===== src/rtl/keypad_matrix_scanner_macros.svh =====
// Assertion macros for the keypad matrix scanner
`ifndef KEYPAD_MATRIX_SCANNER_MACROS_SVH
`define KEYPAD_MATRIX_SCANNER_MACROS_SVH
`ifndef ASSERT_OFF
`define KMS_ASSERT(lbl, prop, msg) \
    lbl: assert property (@(posedge i_clk) disable iff (!i_rst_n) (prop)) else $error(msg);
`define KMS_ASSERT_IMP(lbl, ante, cons, msg) \
    lbl: assert property (@(posedge i_clk) disable iff (!i_rst_n) (ante) |-> (cons)) \
        else $error(msg);
`else
`define KMS_ASSERT(lbl, prop, msg)
`define KMS_ASSERT_IMP(lbl, ante, cons, msg)
`endif
`endif


===== src/rtl/kms_pkg.sv =====
// Shared types, constants and key table for the keypad matrix scanner
`timescale 1ns / 1ps

package kms_pkg;

    localparam int COLUMNS      = 3;
    localparam int ROWS         = 5;
    localparam int INPUT_ROWS   = 5;
    localparam int DRIVE_W      = 3;
    localparam int CODE_W       = 8;
    localparam int COUNT_W      = 8;
    localparam int COL_W        = (COLUMNS > 1) ? $clog2(COLUMNS) : 1;
    localparam int TABLE_ROWS   = 5;
    localparam int TABLE_COLS   = 3;
    localparam logic [COUNT_W-1:0] HOLD_LIMIT      = COUNT_W'(250);
    localparam logic [COUNT_W-1:0] LONG_TICKS_INIT = COUNT_W'(10);

    typedef enum logic [1:0] {
        EV_NONE  = 2'd0,
        EV_PRESS = 2'd1,
        EV_LONG  = 2'd2
    } t_key_event;

    typedef struct packed {
        logic [DRIVE_W-1:0] column_drive;
        t_key_event         key_event;
        logic [CODE_W-1:0]  key_code;
    } t_result;

    typedef logic [CODE_W-1:0] t_code_row [TABLE_COLS];

    localparam t_code_row KEY_TABLE [TABLE_ROWS] = '{
        '{8'h43, 8'h4D, 8'h52},   // C M R
        '{8'h31, 8'h32, 8'h33},   // 1 2 3
        '{8'h34, 8'h35, 8'h36},   // 4 5 6
        '{8'h37, 8'h38, 8'h39},   // 7 8 9
        '{8'h2A, 8'h30, 8'h23}    // * 0 #
    };

    // Positions outside the printed table read as no key
    function automatic logic [CODE_W-1:0] key_lookup(input int row,
                                                      input logic [COL_W-1:0] col);
        logic [CODE_W-1:0] code;
        code = '0;
        if (row < TABLE_ROWS && int'(col) < TABLE_COLS) begin
            code = KEY_TABLE[row][int'(col)];
        end
        return code;
    endfunction

endpackage


===== src/rtl/kms_core.sv =====
// Scan state, sweep latch, hold tracking and per-item result
`timescale 1ns / 1ps

module kms_core (
    input  logic                          i_clk,
    input  logic                          i_rst_n,
    input  logic                          i_cfg_wr_en,
    input  logic [kms_pkg::COUNT_W-1:0]   i_cfg_wr_data,
    input  logic                          i_accept,
    input  logic [kms_pkg::INPUT_ROWS-1:0] i_row_levels,
    output kms_pkg::t_result              o_result
);

    logic [kms_pkg::COUNT_W-1:0] r_long_ticks;
    logic [kms_pkg::COL_W-1:0]   r_scan_column, n_scan_column;
    logic [kms_pkg::CODE_W-1:0]  r_sweep_code,  n_sweep_code;
    logic [kms_pkg::CODE_W-1:0]  r_held_code,   n_held_code;
    logic [kms_pkg::COUNT_W-1:0] r_hold_count,  n_hold_count;

    logic [kms_pkg::COUNT_W-1:0] bumped_count;

    always_ff @(posedge i_clk) begin
        if (!i_rst_n) begin
            r_long_ticks  <= kms_pkg::LONG_TICKS_INIT;
            r_scan_column <= '0;
            r_sweep_code  <= '0;
            r_held_code   <= '0;
            r_hold_count  <= '0;
        end else begin
            if (i_cfg_wr_en) begin
                r_long_ticks <= i_cfg_wr_data;
            end
            if (i_accept) begin
                r_scan_column <= n_scan_column;
                r_sweep_code  <= n_sweep_code;
                r_held_code   <= n_held_code;
                r_hold_count  <= n_hold_count;
            end
        end
    end

    always_comb begin
        // latch cleared at column 0; last active row wins
        n_sweep_code = (r_scan_column == '0) ? '0 : r_sweep_code;
        for (int r = 0; r < kms_pkg::ROWS && r < kms_pkg::INPUT_ROWS; r++) begin
            if (!i_row_levels[r]) begin
                n_sweep_code = kms_pkg::key_lookup(r, r_scan_column);
            end
        end

        if (int'(r_scan_column) >= kms_pkg::COLUMNS - 1) begin
            n_scan_column = '0;
        end else begin
            n_scan_column = r_scan_column + kms_pkg::COL_W'(1);
        end

        for (int b = 0; b < kms_pkg::DRIVE_W; b++) begin
            o_result.column_drive[b] = (int'(n_scan_column) != b);
        end

        bumped_count = (r_hold_count < kms_pkg::HOLD_LIMIT)
                     ? r_hold_count + kms_pkg::COUNT_W'(1) : r_hold_count;

        n_held_code        = r_held_code;
        n_hold_count       = r_hold_count;
        o_result.key_event = kms_pkg::EV_NONE;
        o_result.key_code  = '0;

        if (n_scan_column == '0) begin
            if (n_sweep_code == r_held_code) begin
                if (n_sweep_code != '0) begin
                    n_hold_count = bumped_count;
                    if (bumped_count == r_long_ticks) begin
                        o_result.key_event = kms_pkg::EV_LONG;
                        o_result.key_code  = n_sweep_code;
                    end
                end
            end else if (n_sweep_code == '0) begin
                n_held_code = '0;
            end else if (r_held_code == '0) begin
                n_held_code        = n_sweep_code;
                n_hold_count       = '0;
                o_result.key_event = kms_pkg::EV_PRESS;
                o_result.key_code  = n_sweep_code;
            end
            // a different key while one is held is ignored
        end
    end

endmodule


===== src/rtl/kms_out_buf.sv =====
// Two-entry output register with skid slot for the result channel
`timescale 1ns / 1ps

module kms_out_buf (
    input  logic             i_clk,
    input  logic             i_rst_n,
    input  logic             i_push,
    input  kms_pkg::t_result i_data,
    output logic             o_space,
    output logic             o_valid,
    input  logic             i_ready,
    output kms_pkg::t_result o_data
);

    logic             r_main_valid, n_main_valid;
    logic             r_skid_valid, n_skid_valid;
    kms_pkg::t_result r_main, n_main;
    kms_pkg::t_result r_skid, n_skid;
    logic             pop;

    assign o_space = !r_skid_valid;
    assign o_valid = r_main_valid;
    assign o_data  = r_main;
    assign pop     = r_main_valid && i_ready;

    always_ff @(posedge i_clk) begin
        if (!i_rst_n) begin
            r_main_valid <= 1'b0;
            r_skid_valid <= 1'b0;
        end else begin
            r_main_valid <= n_main_valid;
            r_skid_valid <= n_skid_valid;
        end
        r_main <= n_main;
        r_skid <= n_skid;
    end

    always_comb begin
        n_main_valid = r_main_valid;
        n_skid_valid = r_skid_valid;
        n_main       = r_main;
        n_skid       = r_skid;
        if (pop) begin
            if (r_skid_valid) begin
                n_main       = r_skid;
                n_skid_valid = 1'b0;
            end else if (i_push) begin
                n_main = i_data;
            end else begin
                n_main_valid = 1'b0;
            end
        end else if (i_push) begin
            if (!r_main_valid) begin
                n_main       = i_data;
                n_main_valid = 1'b1;
            end else begin
                n_skid       = i_data;
                n_skid_valid = 1'b1;
            end
        end
    end

endmodule


===== src/rtl/keypad_matrix_scanner.sv =====
// Keypad matrix scanner: 3 columns by 5 rows, press and long-press events
//
// Input channel (i_valid / o_ready, i_row_levels): one item per tick, the
// five active-low row levels sampled under the column currently driven.
// Output channel (o_valid / i_ready): one result per item, carrying the
// active-low column drive for the next sample, the event code and the key.
// Events appear only on the item that ends a sweep (drive back to column 0).
// Each result is registered in the output buffer when its item is accepted.
// Throughput: one item per cycle while o_ready is high; the whole update is
// a single pass of table lookup and compares between the scan state and the
// output register. A two-entry output buffer keeps o_ready high while one
// result waits; once both entries are full o_ready is low until one is taken.
// Configuration: i_cfg_wr_en / i_cfg_wr_data write the long-press threshold
// (completed held sweeps); write only while idle.
// Reset (i_rst_n low, synchronous): column 0, no key held, threshold 10,
// output buffer empty.
`timescale 1ns / 1ps
`include "keypad_matrix_scanner_macros.svh"

module keypad_matrix_scanner (
    input  logic                           i_clk,
    input  logic                           i_rst_n,
    input  logic                           i_cfg_wr_en,
    input  logic [kms_pkg::COUNT_W-1:0]    i_cfg_wr_data,
    input  logic                           i_valid,
    output logic                           o_ready,
    input  logic [kms_pkg::INPUT_ROWS-1:0] i_row_levels,
    output logic                           o_valid,
    input  logic                           i_ready,
    output logic [kms_pkg::DRIVE_W-1:0]    o_column_drive,
    output logic [1:0]                     o_key_event,
    output logic [kms_pkg::CODE_W-1:0]     o_key_code
);

    logic             accept;
    kms_pkg::t_result core_result;
    kms_pkg::t_result out_result;

    assign accept = i_valid && o_ready;

    kms_core u_core (
        .i_clk         (i_clk),
        .i_rst_n       (i_rst_n),
        .i_cfg_wr_en   (i_cfg_wr_en),
        .i_cfg_wr_data (i_cfg_wr_data),
        .i_accept      (accept),
        .i_row_levels  (i_row_levels),
        .o_result      (core_result)
    );

    kms_out_buf u_out_buf (
        .i_clk   (i_clk),
        .i_rst_n (i_rst_n),
        .i_push  (accept),
        .i_data  (core_result),
        .o_space (o_ready),
        .o_valid (o_valid),
        .i_ready (i_ready),
        .o_data  (out_result)
    );

    assign o_column_drive = out_result.column_drive;
    assign o_key_event    = out_result.key_event;
    assign o_key_code     = out_result.key_code;

    `KMS_ASSERT_IMP(a_one_column_low, o_valid, $countones(o_column_drive) == kms_pkg::DRIVE_W - 1, "column drive must have exactly one low bit")
    `KMS_ASSERT_IMP(a_event_has_code, o_valid && o_key_event != kms_pkg::EV_NONE, o_key_code != '0, "event reported without key code")
    `KMS_ASSERT_IMP(a_event_at_wrap, o_valid && o_key_event != kms_pkg::EV_NONE, o_column_drive == 3'b110, "event outside sweep end")
    `KMS_ASSERT_IMP(a_no_code_idle, o_valid && o_key_event == kms_pkg::EV_NONE, o_key_code == '0, "key code set without event")

endmodule

===== config.mk =====
export PLATFORM = sky130hd
export DESIGN_NAME = keypad_matrix_scanner
export DESIGN_NICKNAME = d
export VERILOG_FILES = /design/src/rtl/kms_pkg.sv /design/src/rtl/kms_core.sv /design/src/rtl/kms_out_buf.sv /design/src/rtl/keypad_matrix_scanner.sv
export VERILOG_INCLUDE_DIRS = /design/src /design/src/rtl
export SDC_FILE = /design/constraint.sdc
export NUM_CORES = 1
export LEC_CHECK = 0
export ABC_CLOCK_PERIOD_IN_PS = 4350
export BUFFER_PORTS_ARGS = -buffer_cell sky130_fd_sc_hd__buf_2
export CORE_AREA = 5 5 95 97
export CTS_CLUSTER_SIZE = 25
export DETAILED_ROUTE_END_ITERATION = 8
export DIE_AREA = 0 0 100 102
export GPL_TIMING_DRIVEN = 0
export PLACE_DENSITY_LB_ADDON = 0.3
export SYNTH_ARGS = -nofsm -noshare
export SYNTH_HDL_FRONTEND = slang
export SYNTH_SLANG_ARGS = --single-unit
export TNS_END_PERCENT = 1

===== constraint.sdc =====
create_clock -name i_clk -period 4.35 [get_ports i_clk]
set_clock_uncertainty 0.2 [all_clocks]
set_input_delay 0.6525 -clock i_clk [delete_from_list [all_inputs] [get_ports i_clk]]
set_output_delay 0.6525 -clock i_clk [all_outputs]
set_load 0.02 [all_outputs]

Word level (Yosys, flattened, before mapping). Index checks and enable logic that the tools add are counted.

Bits in latches: 0. Memory bits (read-only): 0. Memories: 0. Memory bits (writable): 0. Flip-flop bits (word level): 62. Input port bits: 18.

Bitwise gates (word level): 4. Multiply operators: 0. $lt $le $gt $ge: 4. Reduce and logical (&&, ||, !) cells: 20. Equal/unequal tests: 9. Add/sub/neg operators: 2. Shift operators: 0. Multiplexer cells: 49. Divide/modulo/power cells: 0.

Operators with widths (number): $mux W8 (28); $bmux W8 S2 (5); $mux W13 (5); $mux W10 (5); $ge A32 B3 Y1 const B (1); $not A2 Y32 (1); $eq A8 B8 Y1 (2); $logic_not A8 Y1 (2); $ne A2 B2 Y1 const B (6); $reduce_bool A2 Y1 (5); $mux W9 (1); $reduce_and A3 Y1 (3); $add A8 B1 Y8 const B (1); $lt A8 B8 Y1 const B (1); $reduce_bool A8 Y1 (1); $reduce_and A5 Y1 (1); $logic_not A2 Y1 (2); $mux W1 (4); $reduce_and A4 Y1 (1); $not A1 Y1 (3); $add A2 B1 Y2 const B (1); $ge A2 B2 Y1 const B (1); $logic_and A1 B1 Y1 (2); $lt A2 B2 Y1 const B (1); other kinds (5) (5).

Longest topological paths before layout. Gate-level depths: netlist (run 1).

Depth after elaboration: 17. Mapped depth: 12. Gate-level depth less buffers: 10.

Modules after synthesis. Synthesis (run 1) repeated with hierarchy kept, for this count alone.

Cell total of the unflattened synthesis: 389. Area total of the unflattened synthesis: 3716.1 um^2.

By module, submodules not included: kms_core (sequential area each 680.7 um^2, area each 2621.3 um^2, cells an instance 334, instances 1); kms_out_buf (sequential area each 820.8 um^2, area each 1088.5 um^2, cells an instance 54, instances 1); keypad_matrix_scanner (sequential area each 0.0 um^2, area each 6.3 um^2, cells an instance 1, instances 1).

Worst setup path after synthesis (run 1). OpenSTA, ideal clock, no wires.

Path type: input port to flip-flop. From: input i_row_levels[1] (netlist name). To: register u_out_buf.r_main, in the netlist u_out_buf.o_data[3], data pin. Data arrival time: 2.753 ns. Library setup time: 0.163 ns. Path slack: 1.235 ns. Buffers on the path: 2. Stages: 10. Cells stage by stage: buf_2 or4b_2 o2111ai_1 a31o_2 xnor2_1 nand4_4 nor4_4 nor2_2 buf_6 o31ai_4.

RTL lines: start, declared (RTL line keypad_matrix_scanner.sv:27) `input logic [kms_pkg::INPUT_ROWS-1:0] i_row_levels,`; end signal, assigned (RTL line kms_out_buf.sv:34) `r_main <= n_main;`; end, declared (RTL line kms_out_buf.sv:17) `kms_pkg::t_result r_main, n_main;`.

==> flow_summary.toml, run 1 <==
[pwr]
seq_power_share = 0.457
switchingPower_w = 0.000415
vdd_drop_max_mv = 0.169
pwr-share-clk = 0.376
p_leak_nw = 1.45
switching_share = 0.287
internal_power_w = 0.00103
power_density_nw_per_um2 = 360
p_comb_frac = 0.167

[finish]
fillers = 806
n_antenna_cell = 0
num-nets-final = 447
multi_input_area_sq_um = 1880
drive_above_1_share = 0.180
area_growth_pct = 13.7
final-seq-area_sq_um = 1500

[routing]
dr_wl_met2_mm = 3.67
drt-pass1-iter-count = 4
wl_mm = 8.14
drt_iter0_drc = 181
drtAntennaViolNets = 0
routedWlPerCell_um = 15.3
wl_met1_mm = 3.86
top_layer_used = "met4"
viasPerCell = 5.55
drc = 0
wl_met3_um = 464
vias = 2950

[sta]
tightest_slew_ns = 1.16
max_slew_margin = 0.224
fin_crit_ns = 3.62
finalWorstSetupSlack_ns = 0.725
setup_viol = 0
rsz0062_at_grt = "false"
tns_ns = 0
fmax_mhz = 276
finalHoldViolations = 0
slew_viol_final = 0
finalCritPeriodShare = 0.833

[yosys]
seq_area_frac_synth = 0.426
synth-seq-cells = 62
synth_edf_count = 26
synth_top_area_frac = 0.221
post_synth_num_cell_types = 67
syn-num-nets = 409
synth_common_cells = "nor2_1, nand2_1, dfxtp_1, edfxtp_1, a21oi_1"
ys_top_cells_by_area = "edfxtp_1, dfxtp_1, nor2_1, mux2i_1, nand2_1"
yosys.area.top_type = "edfxtp_1"
synth_most_common_cell = "nor2_1"
syn_inst = 384
ys_warn_count = 0
async_reset_ff_frac = 0
avgSynthCellArea_sq_um = 9.19
synth_ff_type = "dfxtp_1"
synth_area_sq_um = 3530

[worst_setup_path]
path_class = "reg -> reg"
cp-start-kind = "register"
cp_max_fo = 10
cpPeakStageDelay_ns = 0.50
cp_data_required_time_ns = 4.24
critPathSlowestCell = "a31oi_2"
crit_arrival_ns = 3.51
critPathCaptureType = "register"
crit_chain = "inv_1 -> ha_1 -> buf_2 -> o21bai_2 -> o2111ai_1 -> a31oi_2 -> nand2_1 -> nor3_1 -> nor3_1 -> nor2_2 -> buf_6 -> o21ai_1"
cp_common_cell = "nor3_1"

[clock_network]
root_buffer = "clkbuf_8"
cts_setup_buffers = 0
clkSinkCount = 62
h-tree-depth = 3
cts.clk_slew.worst_paths_ns = 0.08
insertion_delay_ns = 0.34
cts_repair_resize_count = 0
tritoncts = "built"
cts_buffer_depth = 2
cts_buffers = 9
holdBufCountCts = 0

[global_route]
grt_pass1_wl_mm = 13.6
antenna_found_initial = 0
grt_remaining_overflow = 0
grt_pass1_vias = 2766
grt_max_degree = 14
track_usage = 0.169

[placement]
place.gp.congestion = 0.901
dp_slack_ns = 0.785
post-dp-hpwl_mm = 6.01
portBuffers = 27

[floorplanning]
die_x_um = 100
fp-row-count = 33
initial_core_util = 0.438
core-area_sq_um = 8050
fp.dieH_um = 102
ios = 33
dieArea_sq_um = 10200

[min_path]
hold_path.class = "reg -> reg"

[run_status]
status = "complete, no violations"

[job]
max-cap-violations = 0
==> worst max-delay path: cells and delay by family, from the launching register on <==
family          cells  cell delay (ns)
compound gates      4             1.05
fa+ha+maj           1             0.25
buf+inv             3             0.52
flops               1             0.42
simple gates        4             0.92
==> placed cells by master (no fill, tap or decap), types with 2 or more instances in the layout <==
| master | instances |
|---|---|
| a211oi_1 | 4 |
| a21oi_1 | 24 |
| a221oi_1 | 2 |
| a31oi_1 | 4 |
| a32o_1 | 2 |
| and2_1 | 2 |
| and3_1 | 4 |
| and4_1 | 2 |
| buf_2 | 35 |
| clkbuf_1 | 13 |
| clkbuf_8 | 9 |
| clkinv_4 | 3 |
| dfxtp_1 | 36 |
| edfxtp_1 | 26 |
| ha_1 | 7 |
| inv_1 | 11 |
| mux2_2 | 2 |
| mux2i_1 | 17 |
| nand2_1 | 45 |
| nand2b_1 | 10 |
| nand3_1 | 9 |
| nand3b_1 | 5 |
| nand4_1 | 5 |
| nor2_1 | 46 |
| nor2b_1 | 5 |
| nor3_1 | 7 |
| nor4_1 | 3 |
| o2111ai_1 | 3 |
| o21a_1 | 3 |
| o21ai_0 | 15 |
| o221ai_1 | 2 |
| o2bb2ai_1 | 2 |
| o31ai_1 | 7 |
| o31ai_4 | 2 |
| or2_2 | 5 |
| or4b_2 | 2 |
| xnor2_1 | 8 |
| xor2_1 | 5 |
==> sequential cells by signal, summed over array words and instances (netlist names) <==
register and cells:
u_core.r_long_ticks 8, u_out_buf.o_data 13, u_out_buf.o_valid 1, u_core.r_hold_count 8
u_core.r_sweep_code 8, u_out_buf.r_skid_valid 1, u_out_buf.r_skid 13, u_core.r_scan_column 2
u_core.r_held_code 8
==> cell families after synthesis <==
family | count (synthesis) | synth area share
compound gates | 90 | 0.189
mux | 19 | 0.0546
xor+xnor | 13 | 0.0323
buf+inv | 34 | 0.0422
fa+ha+maj | 7 | 0.0248
simple gates | 159 | 0.232
flops | 62 | 0.426
==> cell type report <==
class	count	share of cell area
multi-input cells	288	0.468
repair buffers	27	0.0337
inverters	11	0.0103
clock buffers	10	0.0371
well taps	105	0.0327
plain buffers	23	0.0268
flip-flops and latches	62	0.374
clock inverters	6	0.0171
==> per-stage QoR <==
| stage | util | hold WS [ns] | total power, W | instances | instance area (sq um) |
|---|---|---|---|---|---|
| after detailed placement | 0.471 | 0.274 | 0.000911 | 516 | 3790 |
| after floorplan | - | 0.237 | 0.000845 | 384 | 3530 |
| final | 0.498 | 0.285 | 0.00144 | 532 | 4010 |
| after global routing | 0.498 | 0.308 | 0.00151 | 532 | 4010 |
| after CTS | 0.498 | 0.284 | 0.00145 | 532 | 4010 |
| after global placement | 0.471 | 0.261 | 0.000905 | 516 | 3790 |
==> final timing paths <==
path,from,to,slack (ns),depth (start not counted)
worst max-delay path,u_core.r_scan_column[0]$_SDFFE_PN0P_,u_out_buf.o_data[0]$_DFFE_PP_,0.73,12
worst max register to register,u_core.r_scan_column[0]$_SDFFE_PN0P_,u_out_buf.o_data[0]$_DFFE_PP_,0.73,12
worst min register to register,u_core.r_sweep_code[0]$_SDFFE_PN0P_,u_core.r_sweep_code[0]$_SDFFE_PN0P_,0.28,2
worst min-delay path,u_core.r_sweep_code[0]$_SDFFE_PN0P_,u_core.r_sweep_code[0]$_SDFFE_PN0P_,0.28,2
==> routing by layer <==
layer,vias up,track usage
met3,12,0.0334
met4,0,0.0580
li1,1466,-
met2,83,0.271
met5,-,0
met1,1389,0.229
==> power groups by stage <==
stage,registers [W],logic (W),clock network [W]
floorplan,0.000684,0.000161,0
global placement,0.000671,0.000235,0
detailed placement,0.000672,0.000239,0
CTS,0.000659,0.000240,0.000555
global route,0.000663,0.000264,0.000587
finish,0.000659,0.000240,0.000543
(Power assumes the default switching activity.)
==> run 2, diff against run 1 <==
ABC_CLOCK_PERIOD_IN_PS = 3100   (was 4350)
clock period = 3.1 ns   (was 4.35 ns; I/O delays follow)
==> flow_summary.toml, run 2 (synthesis gave the netlist of run 1 again) <==
[sta]
fin_crit_ns = 3.05
finalCritPeriodShare = 0.984
finalHoldViolations = 0
max_slew_margin = 0.235
fmax_mhz = 328
rsz0062_at_grt = "true"
slew_viol_final = 0
setup_viol = 0
tightest_slew_ns = 1.15

[pwr]
power.total_w = 0.00210
switchingPower_w = 0.000617
switching_share = 0.293
internal_power_w = 0.00149
p_comb_frac = 0.195
vdd_drop_max_mv = 0.240
pwr-share-clk = 0.364
seq_power_share = 0.441
p_leak_nw = 1.57
power_density_nw_per_um2 = 486

[worst_setup_path]
r2r_slack_ns = 0.05
cp_data_required_time_ns = 3.08
crit_arrival_ns = 3.03
critPathCaptureType = "register"
cp-start-kind = "register"
rr_endpoint = "u_out_buf.o_data[3]$_DFFE_PP_"
path_class = "reg -> reg"
r2r_cells = 10
rr_startpoint = "u_core.r_scan_column[1]$_SDFFE_PN0P_"
cp_max_fo = 8

[min_path]
worstHoldEndpoint = "u_core.r_long_ticks[3]$_SDFFE_PN1P_"
worst_hold_path.num_cells = 3
min_from = "i_cfg_wr_data[3]"
hold_path.class = "in -> reg"

[floorplanning]
fp-row-count = 33
ios = 33
initial_core_util = 0.438
core-area_sq_um = 8050
dieArea_sq_um = 10200
die_x_um = 100
fp.dieH_um = 102

[clock_network]
h-tree-depth = 3
insertion_delay_ns = 0.35
cts.clk_slew.worst_paths_ns = 0.08
cts_buffers = 9
cts_buffer_depth = 2
root_buffer = "clkbuf_8"
clkSinkCount = 62
tritoncts = "built"

[global_route]
antenna_found_initial = 0
track_usage = 0.173
grt_max_degree = 14
grt_pass1_vias = 2835
grt_pass1_wl_mm = 13.9
grt_remaining_overflow = 0

[routing]
vias = 3086
wl_met1_mm = 3.96
dr_wl_met2_mm = 4.11
routedWlPerCell_um = 16.1
drt-pass1-iter-count = 5
drt_iter0_drc = 193
wl_met3_um = 572
drtAntennaViolNets = 0
drc = 0
viasPerCell = 5.66
wl_mm = 8.78
top_layer_used = "met4"

[finish]
final_cell_mix = "nor2_1, nand2_1, buf_2"
drive_above_1_share = 0.266
fin_util = 0.537
area_growth_pct = 22.6
n_antenna_cell = 0
num-nets-final = 460

[run_status]
status = "complete, no violations"

[placement]
post-dp-hpwl_mm = 6.01
portBuffers = 27
place.gp.congestion = 0.901

[job]
max-cap-violations = 0
run 2: metrics by stage:
step | cells | setup WS (ns) | TNS (ns) | instance area, sq um | hold WS, ns
6_report | 545 | 0.0491 | 0 | 4320 | 0.134
5_1_grt | 545 | -0.0168 | -0.0168 | 4320 | 0.122
4_1_cts | 539 | 0.0121 | 0 | 4150 | 0.123
3_5_place_dp | 516 | -0.465 | -9.96 | 3790 | 0.274
3_3_place_gp | 516 | -0.402 | -8.28 | 3790 | 0.261
2_1_floorplan | 384 | 0.137 | 0 | 3530 | 0.237
run 2: final cells by class:
type	count	area, sq um
buffer	21	106
clock buffer	10	149
clock inverter	6	68.8
fill	759	3730
inverter	11	46.3
multi-input combinational	288	2040
sequential	62	1510
tap	105	131
timing repair buffer	42	265
run 2: timing repair:
action                     CTS  global route
hold buffers                 0             0
pin swaps                    8            12
gates resized for setup     17            26
setup endpoints to repair   35            32
cloned                       0             1
buffers inserted             7             7
run 2: power by group through the flow:
stage	Clock (W)	Sequential [W]	Combinational [W]
finish	0.000766	0.000926	0.000410
global placement	0	0.000941	0.000329
detailed placement	0	0.000943	0.000335
floorplan	0	0.000960	0.000226
CTS	0.000779	0.000926	0.000372
global route	0.000823	0.000932	0.000443
run 2: worst max-delay path by stage:
| stage | from | end | slack (ns) | cells past startpoint |
|---|---|---|---|---|
| final | u_core.r_scan_column[1]$_SDFFE_PN0P_ | u_out_buf.o_data[3]$_DFFE_PP_ | 0.05 | 10 |
| after global placement | u_core.r_scan_column[0]$_SDFFE_PN0P_ | u_out_buf.o_data[0]$_DFFE_PP_ | -0.40 | 12 |
| after detailed placement | u_core.r_scan_column[0]$_SDFFE_PN0P_ | u_out_buf.o_data[0]$_DFFE_PP_ | -0.47 | 12 |
| after floorplan | u_core.r_scan_column[0]$_SDFFE_PN0P_ | u_out_buf.o_data[3]$_DFFE_PP_ | 0.14 | 10 |
| after global routing | u_core.r_scan_column[1]$_SDFFE_PN0P_ | u_out_buf.o_data[3]$_DFFE_PP_ | -0.02 | 11 |
| after CTS | u_core.r_scan_column[0]$_SDFFE_PN0P_ | u_out_buf.o_data[3]$_DFFE_PP_ | 0.01 | 11 |
run 2: critical path, cell delays in order, from the launching register on:
cell,delay (ns)
dfxtp_4,0.38
ha_4,0.17
or4b_2,0.64
o2111ai_2,0.11
a31o_2,0.24
buf_4,0.18
nor3_4,0.06
nor3_1,0.42
nor2_4,0.16
buf_8,0.17
o31ai_4,0.16
run 2: routing by layer:
layer  vias up  track usage
met5         -            0
met4         0       0.0580
met3        12       0.0334
met2       116        0.282
met1      1465        0.232
li1       1493            -
